File: src/hw/rtl/hvd_pkg.sv
// shared types, constants and register indexes for the three-state hmm viterbi decoder
// no dependencies
`default_nettype none

package hvd_pkg;

    localparam int NUM_STATES  = 3;
    localparam int STATE_W     = 2;
    localparam int COST_W      = 10;
    localparam int METRIC_W    = 17;
    localparam int POS_W       = 6;
    localparam int BP_W        = NUM_STATES * STATE_W;
    localparam int TRANS_W     = NUM_STATES * COST_W;
    localparam int EMIT_W      = 2 * COST_W;
    localparam int CFG_DATA_W  = TRANS_W;
    localparam int CFG_IDX_W   = 3;
    localparam int MAX_OBS_DEF = 63;

    localparam logic [METRIC_W-1:0] METRIC_MAX  = {METRIC_W{1'b1}};
    localparam logic [TRANS_W-1:0]  TRANS_RESET = TRANS_W'(26240025);
    localparam logic [EMIT_W-1:0]   EMIT_RESET  = EMIT_W'(16400);

    localparam logic [CFG_IDX_W-1:0] REG_TRANS0 = 3'd0;
    localparam logic [CFG_IDX_W-1:0] REG_TRANS1 = 3'd1;
    localparam logic [CFG_IDX_W-1:0] REG_TRANS2 = 3'd2;
    localparam logic [CFG_IDX_W-1:0] REG_EMIT0  = 3'd3;
    localparam logic [CFG_IDX_W-1:0] REG_EMIT1  = 3'd4;
    localparam logic [CFG_IDX_W-1:0] REG_EMIT2  = 3'd5;

    typedef struct packed {
        logic observation;
        logic last_obs;
    } obs_item_t;

    typedef struct packed {
        logic [STATE_W-1:0] decoded_state;
        logic [POS_W-1:0]   position;
        logic               last_state;
    } dec_item_t;

    typedef struct packed {
        logic accept;
        logic best;
        logic tb_step;
        logic emit_issue;
    } ctrl_cmd_t;

    typedef struct packed {
        logic final_in;
        logic tb_last;
        logic emit_last;
        logic out_free;
    } dp_status_t;

endpackage

`default_nettype wire

File: src/hw/rtl/hvd_ram.sv
// generic simple dual-port ram, one write port and one registered read port
// no dependencies
`default_nettype none

module hvd_ram #(
    parameter  int WIDTH  = 8,
    parameter  int DEPTH  = 64,
    localparam int ADDR_W = (DEPTH > 1) ? $clog2(DEPTH) : 1
) (
    input  wire logic              clk,
    input  wire logic              we,
    input  wire logic [ADDR_W-1:0] waddr,
    input  wire logic [WIDTH-1:0]  wdata,
    input  wire logic              re,
    input  wire logic [ADDR_W-1:0] raddr,
    output logic      [WIDTH-1:0]  rdata
);

    logic [WIDTH-1:0] mem [DEPTH];

    always_ff @(posedge clk)
    begin
        if (we)
        begin
            mem[waddr] <= wdata;
        end
        if (re)
        begin
            rdata <= mem[raddr];
        end
    end

endmodule

`default_nettype wire

File: src/hw/rtl/hvd_ctrl.sv
// sequencing state machine: observation intake, best-state pick, traceback, result burst
// depends on hvd_pkg
`default_nettype none

module hvd_ctrl
    import hvd_pkg::*;
(
    input  wire logic       clk,
    input  wire logic       rst_n,
    input  wire logic       obs_valid,
    output logic            obs_ready,
    input  wire dp_status_t status,
    output ctrl_cmd_t       cmd
);

    localparam logic [1:0] ST_ACCEPT = 2'd0;
    localparam logic [1:0] ST_BEST   = 2'd1;
    localparam logic [1:0] ST_TRACE  = 2'd2;
    localparam logic [1:0] ST_EMIT   = 2'd3;

    logic [1:0] state_reg;
    logic [1:0] state_next;

    assign obs_ready = (state_reg == ST_ACCEPT);

    always_comb
    begin
        state_next     = state_reg;
        cmd            = '0;
        cmd.accept     = obs_valid && obs_ready;
        cmd.best       = (state_reg == ST_BEST);
        cmd.tb_step    = (state_reg == ST_TRACE);
        cmd.emit_issue = (state_reg == ST_EMIT) && status.out_free;
        unique case (state_reg)
            ST_ACCEPT:
            begin
                if (cmd.accept && status.final_in)
                begin
                    state_next = ST_BEST;
                end
            end
            ST_BEST:
            begin
                state_next = ST_TRACE;
            end
            ST_TRACE:
            begin
                if (status.tb_last)
                begin
                    state_next = ST_EMIT;
                end
            end
            ST_EMIT:
            begin
                if (status.out_free && status.emit_last)
                begin
                    state_next = ST_ACCEPT;
                end
            end
            default:
            begin
                state_next = ST_ACCEPT;
            end
        endcase
    end

    always_ff @(posedge clk or negedge rst_n)
    begin
        if (!rst_n)
        begin
            state_reg <= ST_ACCEPT;
        end
        else
        begin
            state_reg <= state_next;
        end
    end

endmodule

`default_nettype wire

File: src/hw/rtl/hvd_datapath.sv
// datapath: cost registers, add-compare-select, backpointer and path buffers, result register
// depends on hvd_pkg and hvd_ram
`default_nettype none

module hvd_datapath
    import hvd_pkg::*;
#(
    parameter int MAX_OBS = MAX_OBS_DEF
) (
    input  wire logic                  clk,
    input  wire logic                  rst_n,
    input  wire logic                  cfg_we,
    input  wire logic [CFG_IDX_W-1:0]  cfg_index,
    input  wire logic [CFG_DATA_W-1:0] cfg_wdata,
    input  wire obs_item_t             obs,
    input  wire ctrl_cmd_t             cmd,
    output dp_status_t                 status,
    input  wire logic                  dec_ready,
    output logic                       dec_valid,
    output dec_item_t                  result
);

    localparam int BP_DEPTH   = MAX_OBS;
    localparam int BP_AW      = (BP_DEPTH > 1) ? $clog2(BP_DEPTH) : 1;
    localparam int PATH_DEPTH = MAX_OBS + 1;
    localparam int PATH_AW    = $clog2(PATH_DEPTH);

    logic [TRANS_W-1:0]  trans_reg  [NUM_STATES];
    logic [EMIT_W-1:0]   emit_reg   [NUM_STATES];
    logic [METRIC_W-1:0] metric_reg [NUM_STATES];
    logic [METRIC_W-1:0] metric_next[NUM_STATES];

    logic [POS_W-1:0]   count_reg, count_next, count_inc;
    logic [POS_W-1:0]   n_reg, n_next;
    logic [POS_W-1:0]   x_reg, x_next;
    logic [POS_W-1:0]   e_reg, e_next;
    logic [POS_W-1:0]   opos_reg, opos_next;
    logic               olast_reg, olast_next;
    logic               ovalid_reg, ovalid_next;
    logic [STATE_W-1:0] cur_reg, cur_next;

    logic [BP_W-1:0]    bp_word;
    logic [BP_W-1:0]    bp_rdata;
    logic [POS_W-1:0]   bp_raddr;
    logic               bp_re;
    logic [STATE_W-1:0] best_state;
    logic [STATE_W-1:0] tb_state;
    logic               path_we;
    logic [POS_W-1:0]   path_waddr;
    logic [STATE_W-1:0] path_wdata;
    logic [STATE_W-1:0] path_rdata;

    // add-compare-select for each state
    always_comb
    begin
        logic [METRIC_W:0]   sum;
        logic [METRIC_W:0]   minv;
        logic [STATE_W-1:0]  arg;
        logic [COST_W-1:0]   ecost;
        logic [METRIC_W+1:0] tot;
        bp_word = '0;
        for (int s = 0; s < NUM_STATES; s++)
        begin
            minv = '0;
            arg  = '0;
            for (int p = 0; p < NUM_STATES; p++)
            begin
                sum = {1'b0, metric_reg[p]}
                    + {{(METRIC_W+1-COST_W){1'b0}}, trans_reg[s][p*COST_W +: COST_W]};
                if (p == 0 || sum < minv)
                begin
                    minv = sum;
                    arg  = STATE_W'(p);
                end
            end
            bp_word[s*STATE_W +: STATE_W] = arg;
            ecost = obs.observation ? emit_reg[s][COST_W +: COST_W] : emit_reg[s][COST_W-1:0];
            tot   = {1'b0, minv} + {{(METRIC_W+2-COST_W){1'b0}}, ecost};
            metric_next[s] = (tot > {2'b00, METRIC_MAX}) ? METRIC_MAX : tot[METRIC_W-1:0];
        end
    end

    always_comb
    begin
        best_state = '0;
        if (metric_reg[1] < metric_reg[0])
        begin
            best_state = 2'd1;
        end
        if (metric_reg[2] < metric_reg[best_state])
        begin
            best_state = 2'd2;
        end
    end

    always_comb
    begin
        case (cur_reg)
            2'd0:    tb_state = bp_rdata[1:0];
            2'd1:    tb_state = bp_rdata[3:2];
            2'd2:    tb_state = bp_rdata[5:4];
            default: tb_state = bp_rdata[1:0];
        endcase
        if (tb_state == 2'd3)
        begin
            tb_state = 2'd0;
        end
    end

    assign count_inc = count_reg + 1'b1;

    always_comb
    begin
        status.final_in  = obs.last_obs || (count_inc == POS_W'(MAX_OBS));
        status.tb_last   = (x_reg == '0);
        status.emit_last = (e_reg == n_reg);
        status.out_free  = !ovalid_reg || dec_ready;
    end

    // sequencing registers
    always_comb
    begin
        count_next  = count_reg;
        n_next      = n_reg;
        x_next      = x_reg;
        e_next      = e_reg;
        cur_next    = cur_reg;
        opos_next   = opos_reg;
        olast_next  = olast_reg;
        ovalid_next = ovalid_reg;
        bp_re       = 1'b0;
        bp_raddr    = count_reg - 1'b1;
        path_we     = 1'b0;
        path_waddr  = count_reg;
        path_wdata  = best_state;
        if (cmd.accept)
        begin
            count_next = count_inc;
        end
        if (cmd.best)
        begin
            n_next     = count_reg;
            x_next     = count_reg - 1'b1;
            e_next     = '0;
            cur_next   = best_state;
            count_next = '0;
            bp_re      = 1'b1;
            path_we    = 1'b1;
        end
        if (cmd.tb_step)
        begin
            cur_next   = tb_state;
            path_we    = 1'b1;
            path_waddr = x_reg;
            path_wdata = tb_state;
            bp_raddr   = x_reg - 1'b1;
            bp_re      = !status.tb_last;
            x_next     = x_reg - 1'b1;
        end
        if (cmd.emit_issue)
        begin
            opos_next   = e_reg;
            olast_next  = status.emit_last;
            e_next      = e_reg + 1'b1;
            ovalid_next = 1'b1;
        end
        else if (dec_ready)
        begin
            ovalid_next = 1'b0;
        end
    end

    always_ff @(posedge clk or negedge rst_n)
    begin
        if (!rst_n)
        begin
            for (int s = 0; s < NUM_STATES; s++)
            begin
                trans_reg[s]  <= TRANS_RESET;
                emit_reg[s]   <= EMIT_RESET;
                metric_reg[s] <= '0;
            end
            count_reg  <= '0;
            n_reg      <= '0;
            x_reg      <= '0;
            e_reg      <= '0;
            cur_reg    <= '0;
            opos_reg   <= '0;
            olast_reg  <= 1'b0;
            ovalid_reg <= 1'b0;
        end
        else
        begin
            if (cfg_we)
            begin
                unique case (cfg_index)
                    REG_TRANS0: trans_reg[0] <= cfg_wdata[TRANS_W-1:0];
                    REG_TRANS1: trans_reg[1] <= cfg_wdata[TRANS_W-1:0];
                    REG_TRANS2: trans_reg[2] <= cfg_wdata[TRANS_W-1:0];
                    REG_EMIT0:  emit_reg[0]  <= cfg_wdata[EMIT_W-1:0];
                    REG_EMIT1:  emit_reg[1]  <= cfg_wdata[EMIT_W-1:0];
                    REG_EMIT2:  emit_reg[2]  <= cfg_wdata[EMIT_W-1:0];
                    default:    ;
                endcase
            end
            for (int s = 0; s < NUM_STATES; s++)
            begin
                if (cmd.accept)
                begin
                    metric_reg[s] <= metric_next[s];
                end
                else if (cmd.best)
                begin
                    metric_reg[s] <= '0;
                end
            end
            count_reg  <= count_next;
            n_reg      <= n_next;
            x_reg      <= x_next;
            e_reg      <= e_next;
            cur_reg    <= cur_next;
            opos_reg   <= opos_next;
            olast_reg  <= olast_next;
            ovalid_reg <= ovalid_next;
        end
    end

    hvd_ram #(
        .WIDTH (BP_W),
        .DEPTH (BP_DEPTH)
    ) u_bp_ram (
        .clk   (clk),
        .we    (cmd.accept),
        .waddr (count_reg[BP_AW-1:0]),
        .wdata (bp_word),
        .re    (bp_re),
        .raddr (bp_raddr[BP_AW-1:0]),
        .rdata (bp_rdata)
    );

    hvd_ram #(
        .WIDTH (STATE_W),
        .DEPTH (PATH_DEPTH)
    ) u_path_ram (
        .clk   (clk),
        .we    (path_we),
        .waddr (path_waddr[PATH_AW-1:0]),
        .wdata (path_wdata),
        .re    (cmd.emit_issue),
        .raddr (e_reg[PATH_AW-1:0]),
        .rdata (path_rdata)
    );

    assign dec_valid            = ovalid_reg;
    assign result.decoded_state = path_rdata;
    assign result.position      = opos_reg;
    assign result.last_state    = olast_reg;

endmodule

`default_nettype wire

File: src/hw/rtl/hmm_viterbi_decoder.sv
// Three-state hmm viterbi decoder: one observation is taken per cycle while the decoder is
// accepting, each doing a full add-compare-select update of the path metrics and writing one
// backpointer word. The final observation of a sequence of n observations (last_obs, or the
// MAX_OBS-th) is followed by a pick of the cheapest state, n steps of traceback (one backpointer
// ram read per step) and n+1 results at up to one per cycle from the path buffer, as dec_ready
// allows; the next observation is taken only after the last result has been issued.
// depends on hvd_pkg, hvd_ctrl, hvd_datapath and hvd_ram
`default_nettype none

module hmm_viterbi_decoder
    import hvd_pkg::*;
#(
    parameter int MAX_OBS = MAX_OBS_DEF
) (
    input  wire logic                  clk,
    input  wire logic                  rst_n,
    input  wire logic                  cfg_we,
    input  wire logic [CFG_IDX_W-1:0]  cfg_index,
    input  wire logic [CFG_DATA_W-1:0] cfg_wdata,
    input  wire logic                  obs_valid,
    output logic                       obs_ready,
    input  wire obs_item_t             obs,
    output logic                       dec_valid,
    input  wire logic                  dec_ready,
    output dec_item_t                  result
);

    ctrl_cmd_t  cmd;
    dp_status_t status;

    hvd_ctrl u_ctrl (
        .clk       (clk),
        .rst_n     (rst_n),
        .obs_valid (obs_valid),
        .obs_ready (obs_ready),
        .status    (status),
        .cmd       (cmd)
    );

    hvd_datapath #(
        .MAX_OBS (MAX_OBS)
    ) u_datapath (
        .clk       (clk),
        .rst_n     (rst_n),
        .cfg_we    (cfg_we),
        .cfg_index (cfg_index),
        .cfg_wdata (cfg_wdata),
        .obs       (obs),
        .cmd       (cmd),
        .status    (status),
        .dec_ready (dec_ready),
        .dec_valid (dec_valid),
        .result    (result)
    );

endmodule

`default_nettype wire

File: config.mk
export PLATFORM = sky130hd
export DESIGN_NAME = hmm_viterbi_decoder
export DESIGN_NICKNAME = d
export VERILOG_FILES = /design/src/hw/rtl/hvd_pkg.sv /design/src/hw/rtl/hvd_ram.sv /design/src/hw/rtl/hvd_ctrl.sv /design/src/hw/rtl/hvd_datapath.sv /design/src/hw/rtl/hmm_viterbi_decoder.sv
export SDC_FILE = /design/constraint.sdc
export NUM_CORES = 2
export LEC_CHECK = 0
export BUFFER_PORTS_ARGS = -buffer_cell sky130_fd_sc_hd__buf_2
export CAP_MARGIN = 40
export CORE_ASPECT_RATIO = 2
export CORE_UTILIZATION = 42
export CTS_BUF_LIST = sky130_fd_sc_hd__clkbuf_4
export CTS_CLUSTER_SIZE = 12
export DETAILED_ROUTE_END_ITERATION = 16
export SLEW_MARGIN = 10
export SYNTH_ARGS = -nofsm -noshare
export SYNTH_HDL_FRONTEND = slang
export SYNTH_SLANG_ARGS = --single-unit
File: constraint.sdc
create_clock -name clk -period 13.7 [get_ports clk]
set_clock_uncertainty 0.2 [all_clocks]
set_input_delay 1.37 -clock clk [delete_from_list [all_inputs] [get_ports clk]]
set_output_delay 1.37 -clock clk [all_outputs]
set_load 0.01 [all_outputs]
; Yosys cells after proc, flatten, opt, wreduce, memory -nomap -nowiden
; Memories as Yosys holds them, arrays and structs flattened. A register that Yosys moved wholly into a read port is not among the register bits.
; Index checks and enable logic that the tools add are counted.
; W data, S select, Z words.
[classes]
add_sub_neg = 16
n_mul = 0
div = 0
n_lt_le_gt_ge = 12
eq_ne = 16
n_shift = 0
muxes = 53
n_bitwise = 1
n_reduce_logical = 22
[ops]
columns = operator, count
row1 = $add A17 B10 Y18, 9
row2 = $mux W17, 9
row3 = $lt A18 B18 Y1, 6
row4 = $mux W18, 6
row5 = $add A18 B10 Y19, 3
row6 = $gt A19 B17 Y1 const B, 3
row7 = $mux W6, 8
row8 = $bmux W17 S2, 1
row9 = $lt A17 B17 Y1, 2
row10 = $mux W10, 3
row11 = $mux W2, 11
row12 = $mux W1, 13
row13 = $add A6 B1 Y6 const B, 2
row14 = $reduce_and A2 Y1, 6
row15 = $sub A6 B1 Y6 const B, 2
row16 = $eq A2 B2 Y1 const B, 4
row17 = $pmux W2 S4, 1
row18 = $reduce_bool A2 Y1, 4
row19 = $eq A3 B2 Y1 const B, 2
row20 = $eq A3 B3 Y1 const B, 2
row21 = $eq A6 B6 Y1, 1
row22 = $eq A6 B6 Y1 const B, 1
row23 = $logic_not A6 Y1, 1
row24 = $eq A2 B1 Y1 const B, 2
row25 = other kinds (12), 18
[word_totals]
reg_bits = 237
latchBits = 0
ram_bits = 506
rom_bits = 0
in_bits = 40
output_inout_bits = 11
wordCells = 140
n_memories = 2
[memory_table]
columns = name, depth, width, read_ports, rd_clocked_by_memory_dff, write_ports, line
row1 = u_datapath.u_bp_ram.mem, 63, 6, 1, 1, 1, hvd_ram.sv:19  ; logic [WIDTH-1:0] mem [DEPTH];
row2 = u_datapath.u_path_ram.mem, 64, 2, 1, 1, 1, hvd_ram.sv:19

; Depth between registers and ports, before layout
[depth]
ltp_word = 10
mapped_depth = 54
mapped_depth_nobuf = 51

; Modules after synthesis
; A second synthesis with hierarchy kept.
[unflattened]
hier_cells = 3410
hier_area_um2 = 41939.0
[by_module_without_submodules]
columns = module, instances, cells_per_inst, area_per_inst_um2, seq_area_each_um2
row1 = hvd_datapath, 1, 2330, 21215.3, 5921.9
row2 = hvd_ram (u_datapath.u_bp_ram), 1, 740, 15107.0, 11531.1
row3 = hvd_ram (u_datapath.u_path_ram), 1, 324, 5417.7, 3903.7
row4 = hvd_ctrl, 1, 16, 198.9, 50.0

; Worst setup path before layout
; OpenSTA, ideal clock, no wires.
[synth_timing]
path_kind = register to register
from = register u_datapath.metric_reg[34] in the netlist's numbering
to = register u_datapath.metric_reg[21] in the netlist's numbering
setup_ns = 0.141
t_arrival_ns = 10.975
setup_slack_ns = 2.384
stages_incl_launch_ff = 51
n_path_buf = 9
period_less_slack_ns = 11.316
path_cell_list = dfrtp_1 > ha_1 > fa_1 > a21oi_1 > o22ai_1 > nor4_1 > nor2_1 > xnor2_1 > ha_1 > nand2_1 > nor2_1 > a221oi_1 > o21ai_0 > a31oi_1 > maj3_1 > o31a_1 > or2_2 > clkbuf_1 > [... 15 more ...] > buf_2 > buf_2 > o21ai_0 > ha_1 > a21o_1 > a21oi_1 > o21ai_0 > a21o_1 > a21o_1 > a21o_1 > o21ba_2 > or2_2 > clkbuf_1 > nand3b_1 > nor3_1 > a211oi_1 > buf_2 > a31oi_1
[synth_between]
elab_chain_cells = 9
[synth_lines]
columns = element, line
row1 = "start, declared", hvd_datapath.sv:30  ; logic [METRIC_W-1:0] metric_reg [NUM_STATES];
row2 = "start signal, assigned by index", hvd_datapath.sv:210  ; metric_reg[s] <= metric_next[s];
row3 = $add A17 B10 Y18 (*), hvd_datapath.sv:69  ; + {{(METRIC_W+1-COST_W){1'b0}}, trans_reg[s][p*COST_W +: COST_W]};
row4 = $lt A18 B18 Y1, hvd_datapath.sv:70  ; if (p == 0 || sum < minv)
row5 = $mux W18 (*), hvd_datapath.sv:70
row6 = $lt A18 B18 Y1, hvd_datapath.sv:70
row7 = $mux W18 (*), hvd_datapath.sv:70
row8 = $add A18 B10 Y19 (*), hvd_datapath.sv:78  ; tot = {1'b0, minv} + {{(METRIC_W+2-COST_W){1'b0}}, ecost};
row9 = $gt A19 B17 Y1, hvd_datapath.sv:79  ; metric_next[s] = (tot > {2'b00, METRIC_MAX}) ? METRIC_MAX : tot[METRIC_W-1:0];
row10 = $mux W17 (*), hvd_datapath.sv:79
row11 = $mux W17 (*), hvd_datapath.sv:208  ; if (cmd.accept)
; Every way passes the cells marked *; elsewhere a longest branch is shown, timed or not.
; A chain may end at the register's enable or synchronous reset.

; Worst setup path in the final report
[layout_timing]
from = register u_datapath.metric_reg[18] in the netlist's numbering
to = register u_datapath.metric_reg[19] in the netlist's numbering
; The elaborated chain is that of the path after synthesis.

==> results by stage <==
Global route:
- For this run, global-route usage on met1 was measured as 0.2287.
- The total global routing track utilization is 0.2798.
- In the global route stage, met3 resource usage came out at 0.04740.
- Entering global routing, the biggest net connects 70 pins.
- Global routing finished with a remaining overflow of 0.
- The first global-routing pass estimated 200400 um of wire.
- The number of antenna violations at the first check in global routing is 4.
- The met2 capacity usage during global routing is 0.5231.
- The most utilized layer in the global route result is met2.
- The via count of the first global-routing pass is 30820.

Logic synthesis:
- The per-instance average area after synthesis is 12.05 um2.
- The synthesized design spends more area on one cell type than any other, namely sky130_fd_sc_hd__edfxtp_1.
- The Yosys warning count is 0.
- The synthesized netlist contains 99 unique library cells.
- Synthesis produced a netlist whose cell count is 3477.
- The number of enable flip-flop cells after synthesis is 514.
- In the synthesized netlist the async set-or-reset flop fraction comes to 0.3156.
- The sequential share of the synthesized area is 0.5108.
- The combined area of all synthesized cells is 41910 um2.
- Counting flops and latches in the post-synthesis netlist gives 751.
- The area share of the largest cell type after synthesis is 0.3683.
- The most used flip-flop cell after synthesis is sky130_fd_sc_hd__edfxtp_1.
- By area the synthesized netlist is led by sky130_fd_sc_hd__edfxtp_1 (37%), sky130_fd_sc_hd__dfrtp_1 (12%), sky130_fd_sc_hd__ha_1 (7.6%).
- The number of nets in the synthesized netlist is 3785.

Timing:
- The number of max-slew violations in the final report came to 0.
- The max-slew headroom at the worst pin is 0.3085.
- The upper clock frequency limit is 0.08815 GHz.
- The final hold violation count came to 0.
- Summed over all failing endpoints, the final setup total negative slack is 0 ns.
- The worst-margin pin slew is 1.034 ns.
- Setup repair after global routing left no endpoint under its margin.
- The clock period could shrink to 11.34 ns.
- In the finished design, the share of the clock period the worst path needs comes to 0.8281.
- Setup violations remaining at the end of the flow were counted as 0.

Floorplan:
- The initial standard-cell utilization of the core is 0.4246.
- The area of the die is 101100 um2.
- 51 I/O pins were placed.
- Row generation in the floorplan step produced 163 rows.
- The floorplan step set the die width to 225.4 um.
- The core region is 98710 um2.
- The die boundary height is 448.7 um.

Routing:
- The final routed DRC violation total is 0.
- For this run, the detailed router's first-pass iteration total came to 5.
- In this run the remaining antenna-violating nets after routing total 0.
- The total detailed-routing wirelength is 139100 um.
- The number of vias after detailed routing is 29420.
- Using the TritonRoute via totals, the vias-per-cell ratio works out to 5.788.
- The number of DRC violations after detailed-routing iteration 0 is 1792.
- In the final routed layout, each cell accounts on average for 27.36 um.

Worst setup path:
- The type of destination of the critical path is a flop.
- In this run the critical register-to-register path is captured at u_datapath.metric_reg[19].
- In this run the critical register-to-register path is launched from u_datapath.metric_reg[18].
- The worst-case reg-to-reg path depth is 42.
- Data arrives at the worst endpoint at 12.11 ns.
- The beginning of the critical path is u_datapath.metric_reg[18].
- The worst setup path is of the reg2reg kind.
- The most numerous cell on the critical path is sky130_fd_sc_hd__a21o_1.
- The slowest library cell on the worst path is sky130_fd_sc_hd__dfrtp_1.
- The worst register-to-register path has a setup slack of 2.36 ns.
- The delay of the slowest cell on the worst path is 0.72 ns.
- STA classifies the critical path startpoint as a flop.
- In this run the worst path has a maximum fanout of 35.
- STA puts the critical path data required time at 14.47 ns.

Clocking:
- After clock tree synthesis, the clock-pin slew on the worst setup and hold paths is 0.08 ns.
- TritonCTS built the clock tree.
- The number of clock buffers added by TritonCTS is 171.
- Once the clock tree was built, the resizer swapped 0 gates to a different size.
- The tree is rooted in a sky130_fd_sc_hd__clkbuf_4.
- The H-tree was split into 4 levels.
- Counting every sink on the clock net gives 751.
- The maximum clock path buffer count is 3.
- The clock reaches the later pin of the worst-skew pair after 1.11 ns.

Finish:
- The layout cell share with drive strength beyond 1 is 0.2145.
- The register with the most flip-flops in the layout has 378 of them.
- The most common cell after layout, fill and taps aside is sky130_fd_sc_hd__edfxtp_1.
- The relative area change from synthesis to final layout is 10.39%.
- The library cells used most frequently in the layout, excluding fill and tap cells, are sky130_fd_sc_hd__edfxtp_1 (514), sky130_fd_sc_hd__nor2_1 (314), sky130_fd_sc_hd__a21oi_1 (260), sky130_fd_sc_hd__ha_1 (255), sky130_fd_sc_hd__clkbuf_4 (246).
- At the end of the flow, the number of nets in the layout was 3927.
- The filler cells instantiated in the layout total 9147.

Job:
- Across the run, the number of max-cap violations was 0.

Min path:
- The path category of the worst min-delay check is reg2reg.
- The number of cells on the worst hold path is 2.
- The worst hold path begins at u_datapath.opos_reg[0].
- The worst hold path terminates at u_datapath.opos_reg[0].

Place:
- Routability-driven placement finished with a final weighted congestion of 0.9889.
- The count of port buffers added during placement is 50.
- The HPWL after detailed placement is 105900 um.

Status:
- The run finished with clean final reports.
[area by class of cell]
cell class                 instances  area [um2]  share of cell area
clock inverter                    65       427.9            0.009249
multi-input combinational       2462       19630              0.4242
antenna                            6       15.01           0.0003245
sequential                       751       21410              0.4627
inverter                         115       436.7            0.009438
tap                             1320        1652             0.03570
clock buffer                     246        1847             0.03992
timing repair buffer             118       853.3             0.01844
[per-stage QoR]
| step | worst slack (ns) | std cells | util | hold WS (ns) | area [um2] |
|---|---|---|---|---|---|
| detailed placement | 2.511 | 4765 | 0.4454 | 0.2581 | 43970 |
| global placement | 2.504 | 4752 | 0.4436 | 0.2550 | 43790 |
| floorplan | 2.384 | 3477 | - | 0.2510 | 41910 |
| CTS | 2.422 | 5077 | 0.4686 | 0.2020 | 46250 |
| global route | 1.669 | 5082 | 0.4687 | 0.2448 | 46260 |
| finish | 2.355 | 5083 | 0.4687 | 0.2843 | 46270 |
[worst max-delay path: cells and delay by family, from the launching register on]
kind,cells,cell delay [ns]
simple gates,5,1.37
compound gates,27,6.27
buf+inv,3,0.62
fa+ha+maj,5,1.43
mux,1,0.41
flops,1,0.72
xor+xnor,1,0.22
[how the worst max path moves through the flow]
stage | endpoint | slack, ns | cells past startpoint
floorplan | u_datapath.metric_reg[21] | 2.38 | 50
global placement | u_datapath.metric_reg[19] | 2.50 | 42
detailed placement | u_datapath.metric_reg[19] | 2.51 | 42
CTS | u_datapath.metric_reg[19] | 2.42 | 42
global route | u_datapath.metric_reg[19] | 1.67 | 42
finish | u_datapath.metric_reg[19] | 2.36 | 42
[routing by layer]
| metal | vias up | part of all wire |
|---|---|---|
| met3 | 452 | 0.041 |
| li1 | 13530 | - |
| met2 | 959 | 0.54 |
| met1 | 14470 | 0.29 |
| met4 | 2 | 0.13 |
| met5 | - | 0.00013 |
[synth_stat cells, types with 20 or more instances]
| library cell | number |
|---|---|
| sky130_fd_sc_hd__and3_1 | 20 |
| sky130_fd_sc_hd__xnor2_1 | 106 |
| sky130_fd_sc_hd__dfrtp_1 | 204 |
| sky130_fd_sc_hd__ha_1 | 256 |
| sky130_fd_sc_hd__buf_1 | 23 |
| sky130_fd_sc_hd__a21oi_1 | 262 |
| sky130_fd_sc_hd__nand4_1 | 22 |
| sky130_fd_sc_hd__dfstp_2 | 33 |
| sky130_fd_sc_hd__a21o_1 | 86 |
| sky130_fd_sc_hd__inv_1 | 108 |
| sky130_fd_sc_hd__o21ai_0 | 141 |
| sky130_fd_sc_hd__xor2_1 | 64 |
| sky130_fd_sc_hd__nand3_1 | 64 |
| sky130_fd_sc_hd__nand2b_1 | 35 |
| sky130_fd_sc_hd__o21a_1 | 24 |
| sky130_fd_sc_hd__mux2i_1 | 77 |
| sky130_fd_sc_hd__edfxtp_1 | 514 |
| sky130_fd_sc_hd__nor2b_1 | 27 |
| sky130_fd_sc_hd__mux4_2 | 108 |
| sky130_fd_sc_hd__a31oi_1 | 45 |
| sky130_fd_sc_hd__a311oi_1 | 27 |
| sky130_fd_sc_hd__a211oi_1 | 36 |
| sky130_fd_sc_hd__nor3_1 | 37 |
| sky130_fd_sc_hd__and2_1 | 33 |
| sky130_fd_sc_hd__nand2_1 | 214 |
| sky130_fd_sc_hd__mux2_2 | 207 |
| sky130_fd_sc_hd__clkbuf_1 | 113 |
| sky130_fd_sc_hd__nor2_1 | 316 |
[kinds of logic (layout without fill, tap and decap cells)]
group	Yosys count	in the layout	share of synthesized area
and+or+nand+nor	842	842	0.09377
AOI/OAI and AO/OA	785	785	0.1202
DFF	751	751	0.5108
muxes	392	392	0.1320
adders and majority gates	273	273	0.08338
buffers and inverters	264	544	0.02430
xor gates and xnor gates	170	170	0.03553
other	0	6	0
[repair_timing]
| item | CTS | global route |
|---|---|---|
| hold endpoints to repair | 51 | 0 |
| hold buffers | 1 | 0 |
| buffers inserted | 0 | 0 |
Power is left out: the tool's default activity adds up to more than one toggle a clock period on the data nets, which glitch-free logic cannot reach.
